==> config.mk <==
export PLATFORM = sky130hd
export DESIGN_NAME = binary_to_ascii_decimal_hex_core
export DESIGN_NICKNAME = d
export VERILOG_FILES = /design/src/design/bta_pkg.sv /design/src/design/bta_bcd_cell.sv /design/src/design/binary_to_ascii_decimal_hex_core.sv
export SDC_FILE = /design/constraint.sdc
export NUM_CORES = 1
export LEC_CHECK = 0
export ABC_AREA = 1
export BUFFER_PORTS_ARGS = -buffer_cell sky130_fd_sc_hd__buf_2
export CAP_MARGIN = 5
export CORE_MARGIN = 1
export CORE_UTILIZATION = 30
export CTS_CLUSTER_DIAMETER = 150
export DETAILED_ROUTE_END_ITERATION = 7
export PLACE_DENSITY_LB_ADDON = 0.3
export SLEW_MARGIN = 20
export SYNTH_ARGS = -nofsm -noshare
export SYNTH_HDL_FRONTEND = slang
export SYNTH_SLANG_ARGS = --single-unit
==> constraint.sdc <==
create_clock -name aclk -period 11.5 [get_ports aclk]
set_input_delay 1.15 -clock aclk [delete_from_list [all_inputs] [get_ports aclk]]
set_output_delay 1.15 -clock aclk [all_outputs]
set_load 0.01 [all_outputs]
==> src/design/bta_pkg.sv <==
`default_nettype none

package bta_pkg;

    // Input mode codes
    localparam logic [1:0] ACT_DEC = 2'd0;
    localparam logic [1:0] ACT_PAD = 2'd1;
    localparam logic [1:0] ACT_HEX = 2'd2;

    // Operand size codes
    localparam logic [1:0] SIZE_8  = 2'd0;
    localparam logic [1:0] SIZE_16 = 2'd1;
    localparam logic [1:0] SIZE_32 = 2'd2;
    localparam logic [1:0] SIZE_64 = 2'd3;

    // Fixed field widths
    localparam int NUM_W  = 64;
    localparam int PAD_W  = 5;
    localparam int CHAR_W = 7;

    // Padded width limit for operand sizes up to 32 bits
    localparam logic [PAD_W-1:0] PAD_LIMIT_SMALL = 5'd10;

    // Double dabble adjust threshold and offset
    localparam logic [3:0] DIGIT_ADJ_MIN = 4'd5;
    localparam logic [3:0] DIGIT_ADJ_ADD = 4'd3;

    // ASCII bases
    localparam logic [CHAR_W-1:0] ASCII_ZERO  = 7'h30;
    localparam logic [CHAR_W-1:0] ASCII_SEVEN = 7'h37;
    localparam logic [3:0]        NIB_MAX_DEC = 4'd9;

    // Control for one digit cell
    typedef struct packed {
        logic clear;
        logic dabble;
        logic shift_up;
    } bta_cell_ctl_t;

    // Map one nibble to its upper-case ASCII digit
    function automatic logic [CHAR_W-1:0] nib_to_ascii(input logic [3:0] nib);
        logic [CHAR_W-1:0] ext;
        ext = {3'b000, nib};
        if (nib <= NIB_MAX_DEC) begin
            nib_to_ascii = ext + ASCII_ZERO;
        end else begin
            nib_to_ascii = ext + ASCII_SEVEN;
        end
    endfunction

endpackage

`default_nettype wire

==> src/design/bta_bcd_cell.sv <==
`default_nettype none

module bta_bcd_cell
    import bta_pkg::*;
(
    input  wire logic          aclk,
    input  wire logic          aresetn,
    input  wire bta_cell_ctl_t ctl,
    input  wire logic          carry_in,
    input  wire logic [3:0]    digit_in,
    output logic               carry_out,
    output logic [3:0]         digit_out
);

    logic [3:0] digit_reg;
    logic [3:0] digit_next;
    logic [3:0] adj;

    // Add three to digits of five and up before the doubling
    assign adj       = (digit_reg >= DIGIT_ADJ_MIN) ? (digit_reg + DIGIT_ADJ_ADD) : digit_reg;
    assign carry_out = adj[3];
    assign digit_out = digit_reg;

    // Clear, double with carry from below, or take the lower neighbor's digit
    always_comb begin
        digit_next = digit_reg;
        if (ctl.clear) begin
            digit_next = 4'd0;
        end else if (ctl.dabble) begin
            digit_next = {adj[2:0], carry_in};
        end else if (ctl.shift_up) begin
            digit_next = digit_in;
        end
    end

    always_ff @(posedge aclk) begin
        if (!aresetn) begin
            digit_reg <= 4'd0;
        end else begin
            digit_reg <= digit_next;
        end
    end

endmodule

`default_nettype wire

==> src/design/binary_to_ascii_decimal_hex_core.sv <==
`default_nettype none

// Channel   Ports                                              Direction
// s_        s_valid s_ready s_action s_size_code s_number_in   in
//           s_min_digits
// m_        m_valid m_ready m_ascii_char m_last_char           out
//
// Decimal: take the transaction, then VALUE_BITS steps of shift-and-adjust in the
// row of MAX_DEC_DIGITS digit cells, then shift the row up one digit per cycle
// while m_ready does not stall; leading zeros past the padded width are not sent.
// Hex: one character per cycle while m_ready does not stall, 2/4/8/16 characters.
// Reset (aresetn low, synchronous) clears the digit row, counters and output valid.
// A stalled m_ready holds the output register and freezes the character scan.
module binary_to_ascii_decimal_hex_core
    import bta_pkg::*;
#(
    parameter int MAX_DEC_DIGITS = 20,
    parameter int VALUE_BITS     = 64
)(
    input  wire logic              aclk,
    input  wire logic              aresetn,
    input  wire logic              s_valid,
    output logic                   s_ready,
    input  wire logic [1:0]        s_action,
    input  wire logic [1:0]        s_size_code,
    input  wire logic [NUM_W-1:0]  s_number_in,
    input  wire logic [PAD_W-1:0]  s_min_digits,
    output logic                   m_valid,
    input  wire logic              m_ready,
    output logic [CHAR_W-1:0]      m_ascii_char,
    output logic                   m_last_char
);

    localparam int POS_W  = $clog2(MAX_DEC_DIGITS);
    localparam int STEP_W = $clog2(VALUE_BITS);
    localparam logic [NUM_W-1:0] VAL_MASK   = {NUM_W{1'b1}} >> (NUM_W - VALUE_BITS);
    localparam logic [PAD_W-1:0] PAD_LIMIT_WIDE = PAD_W'(MAX_DEC_DIGITS);
    localparam logic [PAD_W-1:0] PAD_ONE    = 5'd1;

    localparam logic [1:0] ST_IDLE = 2'd0;
    localparam logic [1:0] ST_CONV = 2'd1;
    localparam logic [1:0] ST_DEC  = 2'd2;
    localparam logic [1:0] ST_HEX  = 2'd3;

    logic [1:0]        state_reg, state_next;
    logic [NUM_W-1:0]  shifter_reg, shifter_next;
    logic [STEP_W-1:0] step_reg, step_next;
    logic [POS_W-1:0]  pos_reg, pos_next;
    logic [PAD_W-1:0]  pad_reg, pad_next;
    logic              ovf_reg, ovf_next;
    logic              started_reg, started_next;
    logic              m_valid_reg, m_valid_next;
    logic [CHAR_W-1:0] m_char_reg, m_char_next;
    logic              m_last_reg, m_last_next;

    logic [NUM_W-1:0]  masked;
    logic [NUM_W-1:0]  hex_aligned;
    logic [POS_W-1:0]  hex_last_pos;
    logic [PAD_W-1:0]  pad_limit;
    logic [PAD_W-1:0]  pad_clamped;
    logic              out_free;
    logic              accept;
    logic              emit_dec;
    bta_cell_ctl_t     cell_ctl;

    logic [MAX_DEC_DIGITS-1:0] carry_w;
    logic [3:0]                digit_w [MAX_DEC_DIGITS];

    assign s_ready      = (state_reg == ST_IDLE);
    assign accept       = s_valid && s_ready;
    assign out_free     = !m_valid_reg || m_ready;
    assign m_valid      = m_valid_reg;
    assign m_ascii_char = m_char_reg;
    assign m_last_char  = m_last_reg;

    // Mask the operand to its size and left-align it for hex output
    always_comb begin
        case (s_size_code)
            SIZE_8: begin
                masked       = {56'd0, s_number_in[7:0]};
                hex_aligned  = {s_number_in[7:0], 56'd0};
                hex_last_pos = POS_W'(1);
            end
            SIZE_16: begin
                masked       = {48'd0, s_number_in[15:0]};
                hex_aligned  = {s_number_in[15:0], 48'd0};
                hex_last_pos = POS_W'(3);
            end
            SIZE_32: begin
                masked       = {32'd0, s_number_in[31:0]};
                hex_aligned  = {s_number_in[31:0], 32'd0};
                hex_last_pos = POS_W'(7);
            end
            default: begin
                masked       = s_number_in;
                hex_aligned  = s_number_in & VAL_MASK;
                hex_last_pos = POS_W'(15);
            end
        endcase
        masked      = masked & VAL_MASK;
    end

    // Clamp the padded width to the size limit
    always_comb begin
        pad_limit   = (s_size_code == SIZE_64) ? PAD_LIMIT_WIDE : PAD_LIMIT_SMALL;
        if (pad_limit > PAD_LIMIT_WIDE) begin
            pad_limit = PAD_LIMIT_WIDE;
        end
        pad_clamped = (s_min_digits > pad_limit) ? pad_limit : s_min_digits;
    end

    // Decide whether the top cell's digit goes out this cycle
    assign emit_dec = started_reg || ovf_reg || (digit_w[MAX_DEC_DIGITS-1] != 4'd0)
                      || (PAD_W'(pos_reg) < pad_reg);

    // Sequence: take, convert, scan digits or nibbles
    always_comb begin
        state_next   = state_reg;
        shifter_next = shifter_reg;
        step_next    = step_reg;
        pos_next     = pos_reg;
        pad_next     = pad_reg;
        ovf_next     = ovf_reg;
        started_next = started_reg;
        m_valid_next = m_valid_reg && !m_ready;
        m_char_next  = m_char_reg;
        m_last_next  = m_last_reg;
        cell_ctl     = '0;

        case (state_reg)
            ST_IDLE: begin
                if (accept) begin
                    if (s_action == ACT_HEX) begin
                        shifter_next = hex_aligned;
                        pos_next     = hex_last_pos;
                        state_next   = ST_HEX;
                    end else if ((s_action == ACT_DEC) ||
                                 ((s_action == ACT_PAD) && (pad_clamped != '0))) begin
                        shifter_next  = masked;
                        step_next     = STEP_W'(VALUE_BITS - 1);
                        pad_next      = (s_action == ACT_PAD) ? pad_clamped : PAD_ONE;
                        ovf_next      = 1'b0;
                        cell_ctl.clear = 1'b1;
                        state_next    = ST_CONV;
                    end
                end
            end
            ST_CONV: begin
                cell_ctl.dabble = 1'b1;
                shifter_next    = shifter_reg << 1;
                ovf_next        = ovf_reg || carry_w[MAX_DEC_DIGITS-1];
                if (step_reg == '0) begin
                    pos_next     = POS_W'(MAX_DEC_DIGITS - 1);
                    started_next = 1'b0;
                    state_next   = ST_DEC;
                end else begin
                    step_next = step_reg - 1'b1;
                end
            end
            ST_DEC: begin
                if (out_free) begin
                    cell_ctl.shift_up = 1'b1;
                    if (emit_dec) begin
                        started_next = 1'b1;
                        m_valid_next = 1'b1;
                        m_char_next  = nib_to_ascii(digit_w[MAX_DEC_DIGITS-1]);
                        m_last_next  = (pos_reg == '0);
                    end
                    if (pos_reg == '0) begin
                        state_next = ST_IDLE;
                    end else begin
                        pos_next = pos_reg - 1'b1;
                    end
                end
            end
            ST_HEX: begin
                if (out_free) begin
                    m_valid_next = 1'b1;
                    m_char_next  = nib_to_ascii(shifter_reg[NUM_W-1 -: 4]);
                    m_last_next  = (pos_reg == '0);
                    shifter_next = shifter_reg << 4;
                    if (pos_reg == '0) begin
                        state_next = ST_IDLE;
                    end else begin
                        pos_next = pos_reg - 1'b1;
                    end
                end
            end
            default: begin
                state_next = ST_IDLE;
            end
        endcase
    end

    // Row of BCD digit cells, least significant at index zero
    genvar gi;
    generate
        for (gi = 0; gi < MAX_DEC_DIGITS; gi++) begin : g_cell
            logic       c_in;
            logic [3:0] d_in;
            if (gi == 0) begin : g_first
                assign c_in = shifter_reg[VALUE_BITS-1];
                assign d_in = 4'd0;
            end else begin : g_rest
                assign c_in = carry_w[gi-1];
                assign d_in = digit_w[gi-1];
            end
            bta_bcd_cell u_cell (
                .aclk      (aclk),
                .aresetn   (aresetn),
                .ctl       (cell_ctl),
                .carry_in  (c_in),
                .digit_in  (d_in),
                .carry_out (carry_w[gi]),
                .digit_out (digit_w[gi])
            );
        end
    endgenerate

    // Control registers
    always_ff @(posedge aclk) begin
        if (!aresetn) begin
            state_reg   <= ST_IDLE;
            step_reg    <= '0;
            pos_reg     <= '0;
            ovf_reg     <= 1'b0;
            started_reg <= 1'b0;
            m_valid_reg <= 1'b0;
        end else begin
            state_reg   <= state_next;
            step_reg    <= step_next;
            pos_reg     <= pos_next;
            ovf_reg     <= ovf_next;
            started_reg <= started_next;
            m_valid_reg <= m_valid_next;
        end
    end

    // Payload registers
    always_ff @(posedge aclk) begin
        shifter_reg <= shifter_next;
        pad_reg     <= pad_next;
        m_char_reg  <= m_char_next;
        m_last_reg  <= m_last_next;
    end

endmodule

`default_nettype wire
# --- Word level (Yosys, flattened, before mapping) ---
# Cells that the tools add are included.
word_totals:
  wordCells: 255
  ram_bits: 0
  mem_bits_ro: 0
  memories: 0
  inputBits: 77
  ff_bits: 173
  output_inout_bits: 10
  latchBits: 0
op_classes:
  bitwise_logic: 2
  add_sub_neg: 26
  multipliers: 0
  magnitude_cmp: 25
  muxes: 118
  reduce_logical: 33
  div: 0
  n_eq_ne: 21
  shift: 0
op_table:
  columns: ["cell", "count"]
  rows:
  - ["$pmux 64 s3", 3]
  - ["$mux 64", 4]
  - ["$mux 4", 60]
  - ["$add 4x2->4 const B", 20]
  - ["$ge 4x3->1 const B", 20]
  - ["$mux 5", 8]
  - ["$mux 7", 5]
  - ["$add 4x6->7 const B", 4]
  - ["$mux 6", 4]
  - ["$reduce_and 4->1", 5]
  - ["$mux 1", 19]
  - ["$pmux 5 s3", 1]
  - ["$reduce_and 5->1", 3]
  - ["$ne 2x2->1 const B", 7]
  - ["$pmux 7 s2", 1]
  - ["$mux 2", 6]
  - ["$pmux 4 s3", 1]
  - ["$pmux 6 s2", 1]
  - ["$eq 2x2->1 const B", 5]
  - ["$ne 2x1->1 const B", 5]
  - ["$le 4x4->1 const B", 2]
  - ["$pmux 1 s2", 4]
  - ["$reduce_bool 2->1", 4]
  - ["$eq 2x1->1 const B", 3]
  - ["18 further kinds", 30]

# --- Logic depth before layout (Yosys ltp) ---
depth:
  depth_word: 14
  ltp_mapped: 17
  depth_no_buf: 17

# --- By module ---
# Synthesis repeated with hierarchy kept, for this count alone.
hier_totals:
  cells_unflattened: 1576
  hier_area_um2: 11514.8
by_module_without_submodules:
  columns: ["mod", "cells_per_inst", "area_per_inst_um2", "instances"]
  rows:
  - ["bta_bcd_cell", 46, 301.5, 20]
  - ["binary_to_ascii_decimal_hex_core", 656, 5484.0, 1]

# --- Least setup slack after synthesis ---
# No wires, ideal clock.
synth_path:
  path_type: "input port to flip-flop"
  start: "input s_size_code[1]"
  end: "register shifter_reg[0], enable pin"
  setup_time_ns: 0.487
  required_time_ns: 11.013
  cell_stages: 14
  arrival_time_ns: 4.986
  path_slack_ns: 6.026
  path_cell_list: "nand2_2 ha_1 nand2_1 nand2_1 nand4_1 nand2_1 nand2_1 nand2_1 nor2_1 nand2_1 nand2_1 nand2_1 nand2_1 nor2_1"
synth_via:
  elab_chain_len: 11
synth_lines:
  columns: ["item", "line_no", "source"]
  rows:
  - ["start: declaration", "binary_to_ascii_decimal_hex_core.sv:25", "input wire logic [1:0] s_size_code,"]
  - ["$eq 2x2->1 *", "binary_to_ascii_decimal_hex_core.sv:105", "pad_limit = (s_size_code == SIZE_64) ? PAD_LIMIT_WIDE : PAD_LIMIT_SMALL;"]
  - ["$mux 5 *", "binary_to_ascii_decimal_hex_core.sv:105", null]
  - ["$gt 5x5->1", "binary_to_ascii_decimal_hex_core.sv:106", "if (pad_limit > PAD_LIMIT_WIDE) begin"]
  - ["$mux 5 *", "binary_to_ascii_decimal_hex_core.sv:106", null]
  - ["$gt 5x5->1", "binary_to_ascii_decimal_hex_core.sv:109", "pad_clamped = (s_min_digits > pad_limit) ? pad_limit : s_min_digits;"]
  - ["$mux 5 *", "binary_to_ascii_decimal_hex_core.sv:109", null]
  - ["$reduce_bool 5->1 *", "binary_to_ascii_decimal_hex_core.sv:138", "((s_action == ACT_PAD) && (pad_clamped != '0))) begin"]
  - ["$logic_and 1x1->1 *", "binary_to_ascii_decimal_hex_core.sv:138", null]
  - ["$logic_or 1x1->1 *", "binary_to_ascii_decimal_hex_core.sv:137", "end else if ((s_action == ACT_DEC) ||"]
  - ["$ne 3x1->1 (no source line) *", null, null]
  - ["$reduce_and 4->1 (no source line) *", null, null]
  - ["end signal: assignment", "binary_to_ascii_decimal_hex_core.sv:241", "shifter_reg <= shifter_next;"]
  - ["end: declaration", "binary_to_ascii_decimal_hex_core.sv:46", "logic [NUM_W-1:0] shifter_reg, shifter_next;"]
# Mark *: on every way between the ends. The rest lies on a longest branch, timed or not.
# A chain may end at the register's enable or synchronous reset.

# --- Worst setup path after layout ---
layout_path:
  start: "register state_reg[0]"
  end: "register g_cell[18].u_cell.digit_reg[2]"
layout_via:
  elab_chain_len: 5
  word_cells_on_any_way: 11
  classes_between: "eq/ne: 2; mux: 5; reduce/logical: 4"
layout_lines:
  columns: ["item", "line_no", "source"]
  rows:
  - ["start: declaration", "binary_to_ascii_decimal_hex_core.sv:45", "logic [1:0] state_reg, state_next;"]
  - ["start signal: assignment", "binary_to_ascii_decimal_hex_core.sv:230", "state_reg <= state_next;"]
  - ["$logic_not 2->1", "binary_to_ascii_decimal_hex_core.sv:69, binary_to_ascii_decimal_hex_core.sv:130", null]
  - ["$logic_and 1x1->1", "binary_to_ascii_decimal_hex_core.sv:70", "assign accept = s_valid && s_ready;"]
  - ["$mux 1", "binary_to_ascii_decimal_hex_core.sv:132", "if (accept) begin"]
  - ["$mux 1", "binary_to_ascii_decimal_hex_core.sv:130", "case (state_reg)"]
  - ["$reduce_or 2->1 (no source line)", null, null]
  - ["end signal: assignment", "bta_bcd_cell.sv:40", "digit_reg <= digit_next;"]
  - ["end: declaration", "bta_bcd_cell.sv:15", "logic [3:0] digit_reg;"]
# Several ways; a longest one is shown, not always the timed one.

==> run metrics <==
status=complete, no violations; FF-to-FF Start=state_reg[0]$_SDFFE_PN0P_; initial antenna violation count=0; Final setup viols=0; boundary pin count=87; die area=about 36,000 um^2; Placement Rows=~70; Worst-path clk slew=around 0.070 ns; Synth Flop Type=dfxtp_1; critical path, cell by cell=inv_2, nor2_4, buf_4, inv_2, buf_4, a21oi_1, o21ai_0, o211ai_1, o21ai_0, nor2_1; Cell Count, Final, Fillers Out=between 1,500 and 2,000; post-route setup TNS=0 ns; min-delay worst type=flop to flop; Overall Power=~3400 uW; post-synthesis cell count=between 1,000 and 1,500; share of the synthesized area in the top cell type=21.6%; warnings from Yosys=0; DRC errors left=0; Sequential cell area=4230 um^2; Synth area leaders=edfxtp_1, dfxtp_1, o21ai_0, nand2_1, inv_1; number of global-route vias before repair=between 9,000 and 10,000; Die X=~190 um; Slowest cell on crit path=dfxtp_1; fmax=about 260 MHz; crit share post-route=33.6%; average size of a mapped cell=between 7 and 8 um^2; first-pass GRT wire length=around 48,000 um; post-synth cell types=39; Worst Setup SP=state_reg[0]$_SDFFE_PN0P_; multi-input gate area in the final layout=5440 um^2; pin count of the biggest net entering global routing=~120; placed cell count=between 1,500 and 2,000; post_cts resized=0; WS Path Type=flop to flop; Area Overhead vs Synth=13.1%; Place WS=between 7 and 8 ns; IO buf count=86; Final min period=3.86 ns; Fillers=roughly 3,700; DRT Pass-1 Iters=5; HP Start=started_reg$_SDFFE_PN0P_; clock buffer depth=2; Final #Nets=around 1,600; Post-synth EDFFs=a little under 80; maxcap violations=0; Syn Nets=1,544; CTS tree=built; sw frac=between 40 and 50%; Peak VDD IR=between 0.1 and 0.15 mV; Worst-Margin Slew=1.02 ns; crit end category=flop; hpwl dp=approximately 20,000 um; Worst Slack Setup Final=7.64 ns; Flop pwr share=a little over a third; critical path fanouts, max=86; max incr delay on CP=between 0.8 and 0.9 ns; Gate power share=a little under half; Critical Path AT=about 4.2 ns; mapped cell area=around 11,000 um^2; Skew-Pair Late Insertion Delay=approximately 0.44 ns; Post-synth ARST share=0%; register bit total from synthesis=between 150 and 200; relative slew slack=between 30 and 40%; Psw=~1500 uW; final WL=between 20,000 and 30,000 um; RSZ-0062 raised after global routing=false; CTS root buffer=clkbuf_16; clk_skew=~0.013 ns; Via-to-Cell Ratio=about 5.2; fin util=a little over a third; drt wl/cell=around 15 um; cts bufs inserted=17; number of routed nets with antenna violations=0; Pint=approximately 1900 uW; cell taking the most area after synthesis=edfxtp_1; clock network fraction of total power=approximately 18%; Pwr Density=between 200 and 300 nW/um^2; Ant. Diodes=0; CTS sink cnt=between 150 and 200; H-tree Lvls=4; CP required=about 12 ns; max reg flops=80; Hold Buf Count CTS=0; Leak=about 0.0045 uW; routability cong.=~0.96; via count=9,988; Initial Util=between 30% and 40%; DR iter-0 viols=~810; share of layout cells above drive strength 1=a little under a tenth; core area=roughly 35,000 um^2; GRT overflow=0; sequential-to-total area share from yosys stat=39.5%; Final Hold Viols=0; CP startpoint kind=flop; die height=191 um; Slew Limit Fails=0; GRT Overall Usage=between 10% and 20%; total setup buffers inserted after CTS=0
==> routing by layer <==
metal  vias to the layer above  GRT usage [%]  share of wire, %
met3                        21           2.77               5.6
li1                       5004              -                 -
met4                         0           4.58               1.4
met2                       302           25.1                44
met5                         -              0                 0
met1                      4661           22.6                49
==> worst paths after layout <==
check,end,slack [ns],depth (start not counted)
worst min register to register,started_reg$_SDFFE_PN0P_,0.46,2
worst max register to register,g_cell[18].u_cell.digit_out[2]$_SDFFE_PP0P_,7.64,10
worst min-delay path,started_reg$_SDFFE_PN0P_,0.46,2
worst max-delay path,g_cell[18].u_cell.digit_out[2]$_SDFFE_PP0P_,7.64,10
==> worst max-delay path, delay by kind of cell (launching register included) <==
family | cells | cell delay (ns)
compound gates | 4 | 0.50
buf+inv | 4 | 2.13
flops | 1 | 0.83
simple gates | 2 | 0.31
==> cell families (layout without fill, tap and decap cells) <==
logic type | count (synthesis) | count (layout) | synth area share, %
AND/OR/NAND/NOR | 469 | 469 | 18.3
AO/OA/AOI/OAI | 425 | 425 | 24.2
buffers and inverters | 271 | 327 | 9.97
flip-flops | 173 | 173 | 39.5
adder cells (fa/ha/maj) | 54 | 54 | 6.30
XOR/XNOR | 21 | 21 | 1.72
==> power groups by stage <==
stage          sequential [uW]  clock, uW  combinational (uW)
2_1_floorplan             1160          0                1230
3_3_place_gp              1220          0                1540
3_5_place_dp              1220          0                1560
4_1_cts                   1210        628                1570
5_1_grt                   1260        650                1820
6_report                  1210        612                1580
==> synth_stat cells, drive strengths merged, types with 2 or more instances <==
library cell  number
clkinv             2
o22ai             20
nand4             16
o31ai              2
a21oi             66
nor2             140
nor3              11
o211ai            93
dfxtp             96
buf               32
o221ai            22
o21ai            174
xor2              21
a22oi             12
nand2            202
clkbuf            41
edfxtp            77
a31oi             18
nand3             97
o311ai            12
inv              196
ha                54
==> placed cells by master, fill, tap and decap left out, types with 3 or more instances in the layout <==
| cell | n |
|---|---|
| a31oi_1 | 18 |
| bufinv_16 | 3 |
| buf_4 | 10 |
| a22oi_1 | 12 |
| nand2_1 | 200 |
| o211ai_1 | 93 |
| nor3_1 | 10 |
| clkinvlp_4 | 3 |
| o21ai_0 | 165 |
| nand3_1 | 97 |
| clkbuf_16 | 17 |
| o21ai_1 | 8 |
| xor2_1 | 21 |
| o221ai_1 | 22 |
| a21oi_1 | 66 |
| dfxtp_1 | 96 |
| nor2_1 | 136 |
| o311ai_0 | 12 |
| nand4_1 | 16 |
| o22ai_1 | 20 |
| edfxtp_1 | 77 |
| ha_1 | 54 |
| inv_2 | 3 |
| inv_6 | 3 |
| buf_2 | 86 |
| clkinv_4 | 4 |
| inv_1 | 193 |
==> stage by stage <==
step | instance area, um^2 | hold WS (ns)
4_1_cts | 12100 | 0.467
3_3_place_gp | 11500 | 0.446
3_5_place_dp | 11500 | 0.457
2_1_floorplan | 10700 | 0.433
6_report | 12100 | 0.464
5_1_grt | 12100 | 0.496
==> final cells by class <==
cell class,instances,share of cell area (%)
Tap cell,455,4.70
Sequential cell,173,34.9
Inverter,198,6.13
Clock inverter,14,1.53
Clock buffer,18,3.54
Timing Repair Buffer,97,4.29
Multi-Input combinational cell,969,44.9
(Power assumes the default switching activity.)
